**config.mk**
```make
export PLATFORM = sky130hd
export DESIGN_NAME = whs_divider
export DESIGN_NICKNAME = d
export VERILOG_FILES = /design/src/sv/assert_macros.svh /design/src/sv/whs_pkg.sv /design/src/sv/whs_divider.sv
export SDC_FILE = /design/constraint.sdc
export NUM_CORES = 1
export LEC_CHECK = 0
export ABC_CLOCK_PERIOD_IN_PS = 14300
export BUFFER_PORTS_ARGS = -buffer_cell sky130_fd_sc_hd__buf_2
export CAP_MARGIN = 40
export CORE_MARGIN = 5
export CORE_UTILIZATION = 30
export CTS_CLUSTER_DIAMETER = 200
export DETAILED_ROUTE_END_ITERATION = 7
export PLACE_DENSITY = 0.6
export SYNTH_ARGS = -nofsm -noshare
export SYNTH_HDL_FRONTEND = slang
export SYNTH_SLANG_ARGS = --single-unit
export TNS_END_PERCENT = 20
```
**constraint.sdc**
```tcl
create_clock -name clock -period 14.3 [get_ports clock]
set_input_delay 0.715 -clock clock [delete_from_list [all_inputs] [get_ports clock]]
set_output_delay 0.715 -clock clock [all_outputs]
set_load 0.005 [all_outputs]
```
**src/sv/assert_macros.svh**
```systemverilog
// assertion macros shared by the rtl
// no dependencies; clock and reset names follow the project ports
`ifndef ASSERT_MACROS_SVH
`define ASSERT_MACROS_SVH

// condition now implies consequence now
`define WHS_ASSERT_IMPL(label, cond, cons) \
   label: assert property (@(posedge clock) disable iff (reset) (cond) |-> (cons)) \
      else $error("whs assertion failed");

// condition now implies consequence in the next cycle
`define WHS_ASSERT_NEXT(label, cond, cons) \
   label: assert property (@(posedge clock) disable iff (reset) (cond) |=> (cons)) \
      else $error("whs assertion failed");

`endif

```
**src/sv/whs_pkg.sv**
```systemverilog
// constants, types and state codes for the window histogram block
// no dependencies
package whs_pkg;

   localparam int Window    = 300;
   localparam int Bins      = 50;
   localparam int AddrW     = 9;
   localparam int CountW    = 9;
   localparam int BinW      = 6;
   localparam int DivW      = 73;
   localparam int DivCntW   = 7;
   localparam int DivisorW  = 32;

   // reciprocal of the bin count, exact for any 32 bit range
   localparam logic [31:0] RangeRecip = 32'h51EB_851F;
   localparam int          RangeShift = 36;

   localparam logic [DivCntW-1:0] MeanBits  = 7'd41;
   localparam logic [DivCntW-1:0] IndexBits = 7'd38;
   localparam logic [DivCntW-1:0] VarBits   = 7'd73;
   localparam logic [DivCntW-1:0] FracBits  = 7'd25;

   typedef struct packed {
      logic               start;
      logic [DivCntW-1:0] nbits;
   } div_req_type;

   typedef enum logic [4:0] {
      ST_IDLE,
      ST_CLEAR,
      ST_SCAN,
      ST_MEAN_GO,
      ST_MEAN,
      ST_RANGE_GO,
      ST_RANGE,
      ST_BRD,
      ST_BDAT,
      ST_BDIV,
      ST_BCRD,
      ST_BCWR,
      ST_VAR_GO,
      ST_VAR,
      ST_SQRT,
      ST_ORD,
      ST_OGO,
      ST_ODIV,
      ST_OSEND
   } state_type;

endpackage

```
**src/sv/whs_divider.sv**
```systemverilog
// shared restoring divider, one quotient bit per cycle
// depends on whs_pkg
module whs_divider (
   input  logic                         clock,
   input  logic                         reset,
   input  whs_pkg::div_req_type         div_req,
   input  logic [whs_pkg::DivW-1:0]     dividend,
   input  logic [whs_pkg::DivisorW-1:0] divisor,
   output logic [whs_pkg::DivW-1:0]     quotient,
   output logic                         done
);
   import whs_pkg::*;

   logic [DivW-1:0]     dvd_ff, dvd_in;
   logic [DivisorW-1:0] dvs_ff, dvs_in;
   logic [DivW-1:0]     quo_ff, quo_in;
   logic [DivisorW-1:0] rem_ff, rem_in;
   logic [DivCntW-1:0]  cnt_ff, cnt_in;
   logic                busy_ff, busy_in;
   logic                done_ff, done_in;
   logic [DivisorW:0]   rem_sh;

   always_comb begin
      dvd_in  = dvd_ff;
      dvs_in  = dvs_ff;
      quo_in  = quo_ff;
      rem_in  = rem_ff;
      cnt_in  = cnt_ff;
      busy_in = busy_ff;
      done_in = 1'b0;
      rem_sh  = {rem_ff, dvd_ff[cnt_ff - 7'd1]};
      if (div_req.start) begin
         dvd_in  = dividend;
         dvs_in  = divisor;
         quo_in  = '0;
         rem_in  = '0;
         cnt_in  = div_req.nbits;
         busy_in = 1'b1;
      end else if (busy_ff) begin
         if (rem_sh >= {1'b0, dvs_ff}) begin
            rem_in = DivisorW'(rem_sh - {1'b0, dvs_ff});
            quo_in = {quo_ff[DivW-2:0], 1'b1};
         end else begin
            rem_in = rem_sh[DivisorW-1:0];
            quo_in = {quo_ff[DivW-2:0], 1'b0};
         end
         cnt_in = cnt_ff - 7'd1;
         if (cnt_ff == 7'd1) begin
            busy_in = 1'b0;
            done_in = 1'b1;
         end
      end
   end

   always_ff @(posedge clock) begin
      if (reset) begin
         busy_ff <= 1'b0;
         done_ff <= 1'b0;
         cnt_ff  <= '0;
      end else begin
         busy_ff <= busy_in;
         done_ff <= done_in;
         cnt_ff  <= cnt_in;
      end
      dvd_ff <= dvd_in;
      dvs_ff <= dvs_in;
      quo_ff <= quo_in;
      rem_ff <= rem_in;
   end

   assign quotient  = quo_ff;
   assign done      = done_ff;

endmodule

```
## Yosys cells after proc, flatten, opt, wreduce, memory -nomap -nowiden

Cells that the tools add are included.

| word-level totals | value |
|---|---|
| register bits after elaboration | 219 |
| input port bits | 115 |
| output and inout bits | 74 |
| logic and storage cells | 25 |

| operators by class | value |
|---|---|
| add/subtract/negate cells | 2 |
| $lt $le $gt $ge | 2 |
| eq/ne operators | 1 |
| mux-type cells | 10 |
| bitwise gates (word level) | 1 |
| reduce and logical (&&, ||, !) cells | 2 |

Operators with widths:

| operator | number |
|---|---|
| 33-bit by 32-bit greater-or-equal comparator with 1-bit output | 1 |
| 32-bit 2-to-1 mux | 1 |
| 32-bit subtractor | 1 |
| 7-bit 2-to-1 mux | 2 |
| 7-bit by 8-bit less-than comparator with 1-bit output, second input constant | 1 |
| 1-bit binary-select mux with 7-bit select | 1 |
| 7-bit by 1-bit equality test with 1-bit output, second input constant | 1 |
| 7-bit by 1-bit subtractor with 7-bit output, second input constant | 1 |
| 1-bit 2-to-1 mux | 6 |
| 3-bit OR reduction | 1 |
| 2-bit nonzero test | 1 |
| 1-bit inverter | 1 |

## Longest topological paths before layout

| logic depth | value |
|---|---|
| depth in word-level cells | 5 |
| mapped depth | 23 |
| depth with buffers taken out | 19 |

## Least setup slack after synthesis

Ideal clock, no wire load.

| timing path | value |
|---|---|
| path kind | register to register |
| start | reg cnt_ff[0] |
| end | reg rem_ff[24] |
| setup time | 122 ps |
| arrival | 4,523 ps |
| data required time | 14,178 ps |
| slack | 9,655 ps |
| cell stages (with the launch flop) | 22 |
| path buffers | 6 |
| period minus slack after synthesis | 4,645 ps |
| cells stage by stage | dfxtp_1 -> buf_6 -> buf_8 -> buf_8 -> inv_1 -> ha_1 -> clkbuf_1 -> buf_2 -> mux4_2 -> mux4_2 -> mux2i_1 -> o21ai_1 -> nor2b_1 -> ha_1 -> nor2b_1 -> o21bai_1 -> a31oi_2 -> a211oi_2 -> o221a_2 -> nand2_2 -> buf_2 -> o311a_1 |

| between the ends | value |
|---|---|
| longest elaborated chain between the ends | 5 |
| elaborated cells between the ends (all ways) | 6 |
| classes of those cells | 2 x add/sub; 1 x order compare; 3 x mux |

Ends and longest elaborated chain:

| item | line | text |
|---|---|---|
| start, declared | whs_divider.sv:18 | `logic [DivCntW-1:0] cnt_ff, cnt_in;` |
| start signal, assigned | whs_divider.sv:63 | `cnt_ff <= cnt_in;` |
| 7-bit by 1-bit subtractor with 7-bit output (*) | whs_divider.sv:31 | `rem_sh = {rem_ff, dvd_ff[cnt_ff - 7'd1]};` |
| 1-bit binary-select mux with 7-bit select (*) | whs_divider.sv:31 |  |
| 1-bit 2-to-1 mux (not written as such) (*) | whs_divider.sv:31 |  |
| 32-bit subtractor / 33-bit by 32-bit greater-or-equal comparator with 1-bit output (equally long branches) | whs_divider.sv:41, whs_divider.sv:40 |  |
| 32-bit 2-to-1 mux (*) | whs_divider.sv:40 | `if (rem_sh >= {1'b0, dvs_ff}) begin` |
| end signal, assigned | whs_divider.sv:68 | `rem_ff <= rem_in;` |
| end, declared | whs_divider.sv:17 | `logic [DivisorW-1:0] rem_ff, rem_in;` |

Every way passes the cells marked *; elsewhere a longest branch is shown, timed or not. The select of a mux whose other input is x is not followed.
A chain may end at the register's enable or synchronous reset.

## Worst setup path after layout

| timing path | value |
|---|---|
| start | reg cnt_ff[1] |
| end | reg rem_ff[16] |

Same word-level chain as after synthesis.

==> flow_summary.yaml <==
status:
  status: "complete, no violations"
cts:
  h-tree-depth: 1
  cts_root_buf: "clkbuf_16"
  cts.path.max_buffers: 3
  cts_setup_buffers: 0
  cts_sinks: 219
  post_cts_resized: 0
  cts_buffers: 26
  clk_pin_slew_worst_paths_ps: 60
  cts_hold_buffers: 0
  clk_latency_ps: 530
  cts_tree: "built"
timing:
  worst_pin_slew_ps: 852
  period_share_pct: 38.1
  clock_skew_ps: 12.4
  hold_violations: 0
  layout_min_cycle_time_ps: 5450
  setup_viol: 0
  rsz0062_at_grt: "false"
  fmax_mhz: 183
  finalWorstSetupSlack_ps: 8850
  tns_ps: 0
  slew_violations: 0
  maxSlewHeadroom_pct: 43.2
worst_hold_path:
  holdPathEnd: "dvd_ff[46]"
  hold_depth: 1
  hold_class: "primary input to flip-flop"
  worstHoldStart: "dividend[46]"
worst_setup_path:
  arrival_ps: 5880
  startpoint_type: "flip-flop"
  worstPathMaxFanout: 20
  worstPathRequired_ps: 14730
  end_kind: "flip-flop"
  slowest_stage: "ha_1"
  r2r_start: "cnt_ff[1]"
  slowest_delay_ps: 820
  r2r_cells: 18
  rrSetupSlack_ps: 8850
  cp_cell_sequence: "inv_1 -> ha_1 -> mux4_2 -> mux4_2 -> mux2i_1 -> or3_1 -> o21ai_1 -> nor2b_1 -> ha_1 -> nor2b_1 -> o21bai_1 -> a31oi_2 -> a211oi_2 -> o221a_2 -> nand2_2 -> buf_16 -> mux2i_1 -> a211oi_1"
  crit_type: "flip-flop to flip-flop"
  rr_endpoint: "rem_ff[16]"
placement:
  post-place-cells: 1510
  dpl_worst_slack_ps: 8830
  port_buffers: 188
  dpl-instance-area_um2: 11600
  hpwl_mm: 17.2
  gp_congestion: 0.811
layout:
  regArea_um2: 5440
  finalNetCount: 1241
  area_delta_synth_final_pct: 21.7
  layout.cells.non_filler: 1558
  final_area_um2: 12500
  layout-drive-gt1-share_pct: 24.5
  fillCellCount: 3320
  postLayoutCoreUtil_pct: 37.2
  multi_input_area_um2: 4400
yosys:
  syn-cell-area_um2: 10300
  synthesis.nets: 1071
  syn_inst: 920
  synth_ff_type: "dfxtp_1"
  ys_ff_latch: 219
  ys_warn_count: 0
  synth.yosys.seq_area_share_pct: 53.0
  syn_area_per_cell_um2: 11.2
  synth_cell_type_count: 63
  synth_edf_count: 105
  async_reset_ff_share_pct: 0
detailed_routing:
  via_per_inst: 4.74
  drcViolationCount: 0
  ant_nets: 0
  vias: 7392
  dr.pass1.iters: 4
  wl_per_cell_um: 15.5
  drt_iter0_drc: 445
  wl_mm: 24.2
floorplanning:
  core_area_um2: 33600
  die_h_um: 195
  initial_core_util_pct: 30.5
  io_pins: 189
  rows: 67
  dieWidth_um: 195
  dieArea_um2: 38000
pwr:
  seqPwrFrac_pct: 43.6
  swShare_pct: 26.0
  p_switching_mw: 0.425
  power_density_nw_per_um2: 131
  intPower_mw: 1.21
  vdd_drop_max_v: 0.0000729
  clockPowerShare_pct: 40.1
  leakage_nw: 5.16
  p_comb_share_pct: 16.3
global_route:
  groute.usage.overall_pct: 12.3
  antenna_found_initial: 9
  grt_pass1_wl_mm: 39.3
  grt_max_degree: 76
  overflow: 0
  grt_pass1_vias: 7502
flow_run:
  maxCapViolations: 0
[sequential cells by signal (all words and copies together) (netlist names)]
signal,cells
dvd_ff,73
quotient,73
dvs_ff,32
rem_ff,32
cnt_ff,7
busy_ff,1
done,1
[cell type report]
type | count | share of cell area, %
Inverter | 42 | 1.26
Clock inverter | 18 | 1.39
Clock buffer | 28 | 5.44
Multi-Input combinational cell | 604 | 35.3
Antenna cell | 2 | 0.0401
Sequential cell | 219 | 43.5
Tap cell | 448 | 4.49
Timing Repair Buffer | 197 | 8.57
[power groups by stage]
stage	Clock (mW)	Combinational, mW	Sequential [mW]
after global placement	0	0.260	0.727
after floorplan	0	0.203	0.718
after CTS	0.681	0.269	0.714
final	0.657	0.267	0.713
after global routing	0.705	0.299	0.716
after detailed placement	0	0.267	0.727
[Yosys cell counts, types with 3 or more instances]
cell type / n / area, µm²
a2111oi_0: 3 / 26.3
a211oi_1: 27 / 203
a21o_1: 7 / 52.6
a21oi_1: 43 / 215
a311oi_1: 10 / 87.6
a31oi_1: 3 / 18.8
and2_1: 4 / 25.0
and3_1: 3 / 18.8
buf_1: 6 / 22.5
buf_2: 8 / 40.0
buf_6: 3 / 33.8
clkbuf_1: 34 / 128
dfxtp_1: 114 / 2280
edfxtp_1: 105 / 3150
ha_1: 35 / 438
inv_1: 42 / 158
mux2i_1: 92 / 921
mux4_2: 22 / 495
nand2_1: 43 / 161
nand2b_1: 6 / 37.5
nand3_1: 21 / 105
nand4_1: 9 / 56.3
nor2_1: 141 / 529
nor2b_1: 7 / 43.8
nor3_1: 13 / 65.1
nor3b_1: 3 / 22.5
nor4_1: 5 / 31.3
o21a_1: 3 / 22.5
o21ai_0: 23 / 115
o21ai_1: 3 / 15.0
o21bai_1: 5 / 37.5
o221ai_1: 3 / 26.3
or3_1: 7 / 43.8
xnor2_1: 19 / 166
xor2_1: 13 / 114
[cells in the final DEF (no fill, tap or decap), drive strengths merged, types with 5 or more instances in the layout]
cell | synthesis | routed
mux2i | 92 | 92
a21oi | 43 | 43
inv | 42 | 44
edfxtp | 105 | 105
o21bai | 5 | 5
clkinv | 0 | 13
nor3 | 14 | 14
xnor2 | 21 | 21
nand3 | 21 | 21
nand2b | 6 | 6
nand2 | 44 | 44
nor2b | 7 | 7
mux4 | 22 | 22
o21ai | 26 | 26
a311oi | 10 | 10
nor2 | 141 | 141
nand4 | 9 | 9
buf | 19 | 196
clkbuf | 36 | 29
nor4 | 5 | 5
xor2 | 14 | 14
ha | 35 | 35
a21o | 7 | 7
dfxtp | 114 | 114
or3 | 7 | 7
a211oi | 28 | 28
[layer usage]
layer  global-route usage (%)  share of wire, %  up-vias
li1                         -                 -     3687
met1                     16.0                44     3448
met2                     20.2                47      188
met3                     3.70               6.8       55
met4                     2.66               1.8       14
met5                        0              0.39        -
[worst max path at each step]
stage / start / endpoint / slack, ps / cells past startpoint
after CTS: cnt_ff[1] / rem_ff[16] / 8810 / 18
final: cnt_ff[1] / rem_ff[16] / 8850 / 18
after floorplan: cnt_ff[0] / rem_ff[24] / 9650 / 21
after detailed placement: cnt_ff[1] / rem_ff[16] / 8830 / 18
after global placement: cnt_ff[1] / rem_ff[0] / 8830 / 17
after global routing: cnt_ff[1] / rem_ff[16] / 8400 / 18
[critical path, delay by kind of cell (launching register included)]
| family | cells | cell delay [ps] |
|---|---|---|
| buffers and inverters | 2 | 380 |
| multiplexers | 4 | 1170 |
| AO/OA/AOI/OAI | 6 | 1710 |
| AND/OR/NAND/NOR | 4 | 690 |
| adder cells (fa/ha/maj) | 2 | 1010 |
| flip-flops | 1 | 370 |
[through the flow]
stage                     total power, mW  hold WS [ps]
final                                1.64           361
after global routing                 1.72           330
after CTS                            1.66           333
after detailed placement            0.994           468
after global placement              0.987           464
after floorplan                     0.921           454
[cells by family after synthesis]
group / count (synthesis) / synth area share [%]
flip-flops: 219 / 53.0
adder cells (fa/ha/maj): 36 / 4.46
AO/OA/AOI/OAI: 150 / 9.78
XOR/XNOR: 35 / 3.21
AND/OR/NAND/NOR: 268 / 11.6
multiplexers: 115 / 13.9
buffers and inverters: 97 / 4.11
No activity file was read; power rests on OpenSTA's default activity.
