### config.mk
export PLATFORM = sky130hd
export DESIGN_NAME = whs_isqrt
export DESIGN_NICKNAME = d
export VERILOG_FILES = /design/src/sv/assert_macros.svh /design/src/sv/whs_pkg.sv /design/src/sv/whs_isqrt.sv
export SDC_FILE = /design/constraint.sdc
export NUM_CORES = 1
export LEC_CHECK = 0
export BUFFER_PORTS_ARGS = -buffer_cell sky130_fd_sc_hd__buf_2
export CORE_MARGIN = 2
export CORE_UTILIZATION = 30
export DETAILED_ROUTE_END_ITERATION = 10
export PLACE_DENSITY = 0.5
export SETUP_SLACK_MARGIN = 0.1
export SYNTH_ARGS = -nofsm -noshare
export SYNTH_HDL_FRONTEND = slang
export SYNTH_SLANG_ARGS = --single-unit
### constraint.sdc
create_clock -name clock -period 8.38 [get_ports clock]
set_input_delay 1.676 -clock clock [delete_from_list [all_inputs] [get_ports clock]]
set_output_delay 1.676 -clock clock [all_outputs]
set_load 0.05 [all_outputs]
### src/sv/assert_macros.svh
// assertion macros shared by the rtl
// no dependencies; clock and reset names follow the project ports
`ifndef ASSERT_MACROS_SVH
`define ASSERT_MACROS_SVH

// condition now implies consequence now
`define WHS_ASSERT_IMPL(label, cond, cons) \
   label: assert property (@(posedge clock) disable iff (reset) (cond) |-> (cons)) \
      else $error("whs assertion failed");

// condition now implies consequence in the next cycle
`define WHS_ASSERT_NEXT(label, cond, cons) \
   label: assert property (@(posedge clock) disable iff (reset) (cond) |=> (cons)) \
      else $error("whs assertion failed");

`endif

### src/sv/whs_pkg.sv
// constants, types and state codes for the window histogram block
// no dependencies
package whs_pkg;

   localparam int Window    = 300;
   localparam int Bins      = 50;
   localparam int AddrW     = 9;
   localparam int CountW    = 9;
   localparam int BinW      = 6;
   localparam int DivW      = 73;
   localparam int DivCntW   = 7;
   localparam int DivisorW  = 32;

   // reciprocal of the bin count, exact for any 32 bit range
   localparam logic [31:0] RangeRecip = 32'h51EB_851F;
   localparam int          RangeShift = 36;

   localparam logic [DivCntW-1:0] MeanBits  = 7'd41;
   localparam logic [DivCntW-1:0] IndexBits = 7'd38;
   localparam logic [DivCntW-1:0] VarBits   = 7'd73;
   localparam logic [DivCntW-1:0] FracBits  = 7'd25;

   typedef struct packed {
      logic               start;
      logic [DivCntW-1:0] nbits;
   } div_req_type;

   typedef enum logic [4:0] {
      ST_IDLE,
      ST_CLEAR,
      ST_SCAN,
      ST_MEAN_GO,
      ST_MEAN,
      ST_RANGE_GO,
      ST_RANGE,
      ST_BRD,
      ST_BDAT,
      ST_BDIV,
      ST_BCRD,
      ST_BCWR,
      ST_VAR_GO,
      ST_VAR,
      ST_SQRT,
      ST_ORD,
      ST_OGO,
      ST_ODIV,
      ST_OSEND
   } state_type;

endpackage

### src/sv/whs_isqrt.sv
// integer square root, one result bit per cycle
// depends on whs_pkg
module whs_isqrt (
   input  logic        clock,
   input  logic        reset,
   input  logic        start,
   input  logic [63:0] radicand,
   output logic [31:0] root,
   output logic        done
);
   import whs_pkg::*;

   logic [63:0] rad_ff, rad_in;
   logic [35:0] rem_ff, rem_in;
   logic [31:0] root_ff, root_in;
   logic [5:0]  cnt_ff, cnt_in;
   logic        busy_ff, busy_in;
   logic        done_ff, done_in;
   logic [35:0] rem_sh;
   logic [35:0] trial;

   always_comb begin
      rad_in  = rad_ff;
      rem_in  = rem_ff;
      root_in = root_ff;
      cnt_in  = cnt_ff;
      busy_in = busy_ff;
      done_in = 1'b0;
      rem_sh  = {rem_ff[33:0], rad_ff[63:62]};
      trial   = {2'b00, root_ff, 2'b01};
      if (start) begin
         rad_in  = radicand;
         rem_in  = '0;
         root_in = '0;
         cnt_in  = 6'd32;
         busy_in = 1'b1;
      end else if (busy_ff) begin
         rad_in = {rad_ff[61:0], 2'b00};
         if (rem_sh >= trial) begin
            rem_in  = rem_sh - trial;
            root_in = {root_ff[30:0], 1'b1};
         end else begin
            rem_in  = rem_sh;
            root_in = {root_ff[30:0], 1'b0};
         end
         cnt_in = cnt_ff - 6'd1;
         if (cnt_ff == 6'd1) begin
            busy_in = 1'b0;
            done_in = 1'b1;
         end
      end
   end

   always_ff @(posedge clock) begin
      if (reset) begin
         busy_ff <= 1'b0;
         done_ff <= 1'b0;
         cnt_ff  <= '0;
      end else begin
         busy_ff <= busy_in;
         done_ff <= done_in;
         cnt_ff  <= cnt_in;
      end
      rad_ff  <= rad_in;
      rem_ff  <= rem_in;
      root_ff <= root_in;
   end

   assign root = root_ff;
   assign done = done_ff;

endmodule

== Word level (Yosys, flattened, before mapping) ==
Index checks and enable logic that the tools add are counted.
Operators by class
  add/sub/neg operators: 2
  magnitude comparators: 1
  bitwise gates (word level): 1
  multiplexer cells: 10
  reduce and logical (&&, ||, !) cells: 3
  equality and inequality tests: 1
Operator list (count)
  2-to-1 mux 64 bit: 2
  greater-or-equal comparator 36 x 34 -> 1 bit: 1
  2-to-1 mux 34 bit: 1
  subtractor 34 bit: 1
  2-to-1 mux 6 bit: 2
  equality test 6 x 1 -> 1 bit, second input constant: 1
  subtractor 6 x 1 -> 6 bit, second input constant: 1
  2-to-1 mux 1 bit: 5
  OR reduction 3 bit: 1
  nonzero test 2 bit: 1
  OR reduction 2 bit: 1
  NOT 1 bit: 1
Word-level totals
  word-level logic and storage cells: 25
  output and inout bits: 33
  register bits: 138
  input bits: 67

== Depth between registers and ports, before layout ==
Gate-level depths: netlist (run 1).
  word-level depth: 4
  gate-level depth with buffers: 14
  depth with buffers taken out: 11

== Worst setup path before layout (run 1) ==
Ideal clock, no wire load.
  path kind: in2reg
  from: input port start
  to: register rad_ff[0], enable pin
  arrival time: 3509 ps
  path buffers: 2
  setup slack: 4453 ps
  data required time: 7962 ps
  setup time: 418 ps
  stages: 4
  path through: clkbuf_1 > nor2_1 > clkbuf_1 > inv_1
Between the ends
  cells in the longest elaborated chain, start to end: 1
Ends and longest elaborated chain
  start, declared: RTL line whs_isqrt.sv:6  | input logic start,
  nonzero test 2 bit (no line)
  end signal, assigned: RTL line whs_isqrt.sv:64  | rad_ff <= rad_in;
  end, declared: RTL line whs_isqrt.sv:13  | logic [63:0] rad_ff, rad_in;
Every way passes these cells.
A chain may end at the register's enable or synchronous reset.

== Worst setup path after layout (run 1) ==
  from: register root_ff[0] (netlist: root[0])
  to: register rem_ff[27]
Between the ends
  cells in the longest elaborated chain, start to end: 2
  elaborated cells on any way between the ends: 3
  those cells by class: add/sub (1); order compare (1); mux (1)
Ends and longest elaborated chain
  start, declared: RTL line whs_isqrt.sv:15  | logic [31:0] root_ff, root_in;
  start signal, assigned: RTL line whs_isqrt.sv:66  | root_ff <= root_in;
  subtractor 34 bit or greater-or-equal comparator 36 x 34 -> 1 bit (tied branches): RTL line whs_isqrt.sv:40, whs_isqrt.sv:39
  2-to-1 mux 34 bit (*): RTL line whs_isqrt.sv:39  | if (rem_sh >= trial) begin
  end signal, assigned: RTL line whs_isqrt.sv:65  | rem_ff <= rem_in;
  end, declared: RTL line whs_isqrt.sv:14  | logic [35:0] rem_ff, rem_in;
Every way passes the cells marked *; elsewhere a longest branch is shown, timed or not.

==> impl_metrics.env, run 1 <==
export IMPL_status="finished clean"
export IMPL_yosys_warnings=0
export IMPL_synth_area_leader_cell="edfxtp_1"
export IMPL_die_area_um2=26900
export IMPL_hp_class="reg -> reg"
export IMPL_antenna_found_initial=3
export IMPL_wl_per_cell_um=16.2
export IMPL_crit_chain="inv_1 > ha_1 > or3_1 > o22ai_1 > a21oi_1 > o31ai_1 > o311ai_1 > o22ai_1 > xor2_1 > a211oi_1 > a221o_1"
export IMPL_clk_path_buf_depth=2
export IMPL_worstSetupPathType="reg -> reg"
export IMPL_grt_pass1_vias=5915
export IMPL_finalSetupTns_ns=0
export IMPL_gp_congestion=0.802
export IMPL_grt_usage_pct=14.8
export IMPL_crit_required_ns=8.70
export IMPL_cts_buffers_inserted=17
export IMPL_root_buffer="clkbuf_16"
export IMPL_io_pins=100
export IMPL_firstDrtPassIters=6
export IMPL_yosysUniqueCellTypes=61
export IMPL_finalWirelength_mm=19.2
export IMPL_placed_cells=1154
export IMPL_layout_drive_gt1_share_pct=25.4
export IMPL_htree_levels=4
export IMPL_clk_pin_slew_ns=0.07
export IMPL_dieWidth_um=164
export IMPL_synth_top_area_share_pct=25.0
export IMPL_clock_sinks=138
export IMPL_wl_met2_mm=8.43
export IMPL_synth_nets=868
export IMPL_ys_seq_area_share_pct=44.3
export IMPL_area_growth_pct=17.9
export IMPL_period_share_pct=41.1
export IMPL_cts_tree="yes"
export IMPL_setup_violations=0
export IMPL_clk_latency_ns=0.43
export IMPL_final_cell_mix="98 x buf_2, 79 x nor2_1, 73 x dfxtp_1, 64 x edfxtp_1, 62 x mux2_2"
export IMPL_ys_async_sr_fraction_pct=0
export IMPL_max_freq_mhz=291
export IMPL_cts_resized=0
export IMPL_drv_cap=0
export IMPL_slowest_stage="o31ai_1"
export IMPL_antenna_left=0
export IMPL_viasPerCell=5.06
export IMPL_fin_crit_ns=3.44
export IMPL_dr_max_layer_used="met5"
export IMPL_clock_skew_ns=0.0108
export IMPL_ctsHoldBuffers=0
export IMPL_grt_setup_unrepaired="no"
export IMPL_fill_cells=2579
export IMPL_dp_hpwl_mm=13.2
export IMPL_die_height_um=164
export IMPL_fin_cells=1187
export IMPL_ir_worst_vdd_mv=0.229
export IMPL_vias=6006
export IMPL_synth_seq_cells=138
export IMPL_mostFrequentLayoutCell="buf_2"
export IMPL_post_cts_buffers=0
export IMPL_grt_overflow_total=0
export IMPL_synth_edf_count=64
export IMPL_start_util_pct=30.5
export IMPL_slowest_delay_ns=0.53
export IMPL_cpMostUsedCell="o22ai_1"
export IMPL_syn_avg_cell_area_um2=10.0
export IMPL_arrival_ns=3.76
export IMPL_power_density_nw_per_um2=355
export IMPL_cp_max_fo=4
export IMPL_synthCells=765
export IMPL_cp_end_kind="flop"
export IMPL_post_route_drc_count=0
export IMPL_finalHoldViolCount=0
export IMPL_worst_pin_slew_ns=1.08
export IMPL_grt_pass1_wl_mm=31.3
export IMPL_grt_max_degree=87
export IMPL_maxSlewHeadroom_pct=28.2
export IMPL_port_buffers=99
export IMPL_critPathLaunchType="flop"
export IMPL_synthesis_area_um2=7690
export IMPL_nets=946
export IMPL_p_leak_nw=3.58
export IMPL_wl_met1_mm=9.07
export IMPL_core_um2=25200
export IMPL_synth_area_leaders="edfxtp_1 25%, dfxtp_1 19%, mux2_2 9.1%, ha_1 5.9%, mux2i_1 4.3%"
export IMPL_ys_dominant_reg_cell="dfxtp_1"
export IMPL_drt_iter0_drc=339
export IMPL_wl_met3_mm=1.49
export IMPL_rows=58
export IMPL_slew_violations=0
==> cell usage after synthesis, types with 12 or more instances <==
master	number
nor2_1	79
ha_1	36
mux2_2	62
nor3_1	13
xnor2_1	23
dfxtp_1	74
nand2_1	39
nand4_1	12
inv_1	49
o21ai_0	35
a311oi_1	17
a21oi_1	39
clkbuf_1	29
mux2i_1	33
edfxtp_1	64
nand3_1	26
==> where the power goes <==
part / switching, mW / internal, mW / leakage, nW
combinational: 0.946 / 0.591 / 2.02
clock: 0.349 / 0.458 / 0.307
sequential: 0.0694 / 0.802 / 1.25
==> final cells by class <==
class,instances,area (um2),share of cell area [%]
Sequential cell,138,3410,37.6
Timing Repair Buffer,104,536,5.91
Antenna cell,1,2.50,0.0276
Multi-Input combinational cell,533,3900,43.0
Inverter,49,184,2.03
Clock inverter,15,196,2.17
Clock buffer,17,425,4.69
Tap cell,330,413,4.56
==> layer usage <==
metal | global-route usage [%] | vias to the layer above
li1 | - | 2976
met1 | 19.6 | 2843
met2 | 22.5 | 158
met3 | 5.51 | 23
met4 | 3.99 | 6
met5 | 0 | -
==> worst paths after layout <==
| path | depth (start not counted) | slack, ns | from | endpoint |
|---|---|---|---|---|
| max | 11 | 4.94 | root[0] | rem_ff[27] |
| min | 2 | 0.49 | cnt_ff[0] | cnt_ff[0] |
| max reg2reg | 11 | 4.94 | root[0] | rem_ff[27] |
| min reg2reg | 2 | 0.49 | cnt_ff[0] | cnt_ff[0] |
==> sequential cells by signal, summed over array words and instances (netlist names) <==
| name | flops |
|---|---|
| busy_ff | 1 |
| done | 1 |
| rem_ff | 34 |
| cnt_ff | 6 |
| root | 32 |
| rad_ff | 64 |
==> stage by stage <==
step                      util, %  power [mW]  hold slack, ns  cell area, um2  setup slack [ns]
after CTS                    36.0        3.23           0.492            9060              4.92
after global routing         36.0        3.44           0.515            9060              4.61
after detailed placement     33.5        2.41           0.483            8440              4.72
after floorplan                 -        2.08           0.442            7690              4.45
final                        36.0        3.21           0.489            9060              4.94
after global placement       33.5        2.42           0.473            8440              4.72
==> worst max-delay path: cells and delay by family, from the launching register on <==
kind	cells	cell delay (ns)
buffers and inverters	1	0.06
DFF	1	0.40
AOI/OAI and AO/OA	7	2.01
xor gates and xnor gates	1	0.24
and+or+nand+nor	1	0.37
adders and majority gates	1	0.24
==> cell families (layout without fill, tap and decap cells) <==
logic type,after synthesis,in the layout,synth area share (%)
AOI/OAI and AO/OA,171,171,15.9
xor gates and xnor gates,31,31,3.53
adders and majority gates,36,36,5.86
buffers and inverters,94,185,5.08
DFF,138,138,44.3
muxes,95,95,13.4
other,0,1,0
and+or+nand+nor,200,200,11.9
(Power assumes the default switching activity.)
==> run 2: changes to the inputs <==
--- a/config.mk
+++ b/config.mk
@@ -9,7 +9,7 @@
 export CORE_MARGIN = 2
 export CORE_UTILIZATION = 30
 export DETAILED_ROUTE_END_ITERATION = 10
-export PLACE_DENSITY = 0.5
+export PLACE_DENSITY = 0.52
 export SETUP_SLACK_MARGIN = 0.1
 export SYNTH_ARGS = -nofsm -noshare
 export SYNTH_HDL_FRONTEND = slang
==> constraint.sdc (replaced) <==
create_clock -name clock -period 2.8 [get_ports clock]
set_input_delay 0.56 -clock clock [delete_from_list [all_inputs] [get_ports clock]]
set_output_delay 0.56 -clock clock [all_outputs]
set_load 0.05 [all_outputs]
==> impl_metrics.env, run 2 (same netlist as run 1, synthesis figures left out) <==
export IMPL_worstSetupPathType="reg -> reg"
export IMPL_core_um2=25200
export IMPL_critPathLaunchType="flop"
export IMPL_dp_hpwl_mm=14.7
export IMPL_dieWidth_um=164
export IMPL_grt_pass1_vias=6723
export IMPL_clock_skew_ns=0.0114
export IMPL_firstDrtPassIters=5
export IMPL_grt_max_degree=65
export IMPL_port_buffers=99
export IMPL_slowest_delay_ns=0.35
export IMPL_grt_overflow_total=0
export IMPL_drt_iter0_drc=360
export IMPL_wl_per_cell_um=16.5
export IMPL_arrival_ns=3.18
export IMPL_period_share_pct=101
export IMPL_clk_pin_slew_ns=0.07
export IMPL_nets=1076
export IMPL_cts_tree="yes"
export IMPL_grt_usage_pct=16.7
export IMPL_setup_violations=5
export IMPL_max_freq_mhz=352
export IMPL_die_area_um2=26900
export IMPL_vias=6533
export IMPL_cp_end_kind="flop"
export IMPL_grt_setup_unrepaired="yes"
export IMPL_layout_drive_gt1_share_pct=46.9
export IMPL_fin_cells=1317
export IMPL_hp_class="in -> reg"
export IMPL_crit_chain="inv_2 > ha_4 > nand4_1 > buf_4 > o221ai_4 > a2111oi_4 > o31ai_4 > a311oi_4 > buf_4 > a21o_4 > a211o_1 > a311oi_2"
export IMPL_placed_cells=1261
export IMPL_finalWirelength_mm=21.8
export IMPL_finalHoldViolCount=0
export IMPL_maxSlewHeadroom_pct=24.6
export IMPL_placed_area_um2=9430
export IMPL_p_sw_mw=5.37
export IMPL_final_cell_mix="119 x buf_4, 98 x buf_2, 74 x nor2_1, 64 x edfxtp_1, 62 x mux2_2"
export IMPL_failed_checks="setup timing"
export IMPL_gp_congestion=0.849
export IMPL_clk_path_buf_depth=2
export IMPL_top_register="rad_ff"
export IMPL_internal_power_mw=7.52
export IMPL_status="complete, but fails checks"
export IMPL_final_area_um2=10800
export IMPL_slowest_stage="dfxtp_4"
export IMPL_clk_latency_ns=0.42
export IMPL_die_height_um=164
export IMPL_fin_crit_ns=2.84
export IMPL_antenna_left=0
export IMPL_clock_sinks=138
export IMPL_pwr_share_seq_pct=20.0
export IMPL_cp_max_fo=7
export IMPL_io_pins=100
export IMPL_antenna_found_initial=3
export IMPL_p_leak_nw=4.35
export IMPL_cpMostUsedCell="buf_4"
export IMPL_ctsHoldBuffers=0
export IMPL_power_density_nw_per_um2=1200
export IMPL_switching_share_pct=41.7
export IMPL_start_util_pct=30.5
export IMPL_grt_pass1_wl_mm=35.2
export IMPL_slew_violations=0
export IMPL_cts_buffers_inserted=17
export IMPL_drv_cap=0
export IMPL_place_ws_ns=-0.0969
export IMPL_rows=58
export IMPL_area_growth_pct=40.2
export IMPL_viasPerCell=4.96
export IMPL_htree_levels=4
export IMPL_crit_required_ns=3.14
export IMPL_largest_reg_flops=64
export IMPL_comb_power_share_pct=61.9
export IMPL_worst_pin_slew_ns=1.13
export IMPL_root_buffer="clkbuf_16"
export IMPL_post_route_drc_count=0
export IMPL_clock_power_share_pct=18.0
export IMPL_mostFrequentLayoutCell="buf_4"
export IMPL_ir_worst_vdd_mv=0.705
export IMPL_fin_ws_ns=-0.0370
export IMPL_finalSetupTns_ns=-0.0621
==> run 2: metal layers <==
metal  part of all wire [%]  global-route usage (%)  vias to the layer above
li1                       -                       -                     3231
met5                  0.032                       0                        -
met2                     46                    26.3                      170
met4                    2.1                    6.02                        2
met1                     45                    21.6                     3093
met3                    6.4                    5.25                       37
==> run 2: metrics by stage <==
stage          utilization, %  hold WS (ns)  power (mW)
4_1_cts                  41.9         0.323        12.4
6_report                 42.8         0.335        12.9
3_3_place_gp             37.5         0.478        8.41
5_1_grt                  42.8         0.320        13.6
2_1_floorplan               -         0.442        6.39
3_5_place_dp             37.5         0.487        8.40
==> run 2: critical path, delay by kind of cell (launching register included) <==
kind	cells	cell delay [ns]
compound gates	7	1.56
buf+inv	3	0.41
flops	1	0.35
fa+ha+maj	1	0.27
simple gates	1	0.18
==> run 2: layout make-up <==
| type | count | area (um2) |
|---|---|---|
| Antenna cell | 1 | 2.50 |
| Clock buffer | 17 | 425 |
| Clock inverter | 15 | 163 |
| Fill cell | 2464 | 14400 |
| Inverter | 49 | 188 |
| Multi-Input combinational cell | 534 | 4500 |
| Sequential cell | 138 | 3480 |
| Tap cell | 330 | 413 |
| Timing Repair Buffer | 233 | 1600 |
==> run 2: power groups by stage <==
stage	logic, mW	clock network, mW	registers (mW)
after floorplan	3.81	0	2.58
after global placement	5.80	0	2.60
after detailed placement	5.80	0	2.60
after CTS	7.41	2.37	2.57
after global routing	8.54	2.48	2.62
final	7.98	2.33	2.58
==> run 2: path summary, 6_finish.rpt <==
kind                            startpoint         end  slack [ns]  depth (start not counted)
worst max-delay path              root[19]  rem_ff[16]       -0.04                         12
worst min-delay path                 reset     busy_ff        0.34                          2
worst max register to register    root[19]  rem_ff[16]       -0.04                         12
worst min register to register   cnt_ff[0]   cnt_ff[0]        0.49                          2
==> run 2: what timing repair did <==
| action | in CTS | in global routing |
|---|---|---|
| hold endpoints to repair | 0 | 0 |
| gates cloned | 1 | 0 |
| setup buffers | 19 | 3 |
| gates resized for setup | 78 | 42 |
| setup endpoints to repair | 32 | 35 |
| pin swaps | 35 | 32 |
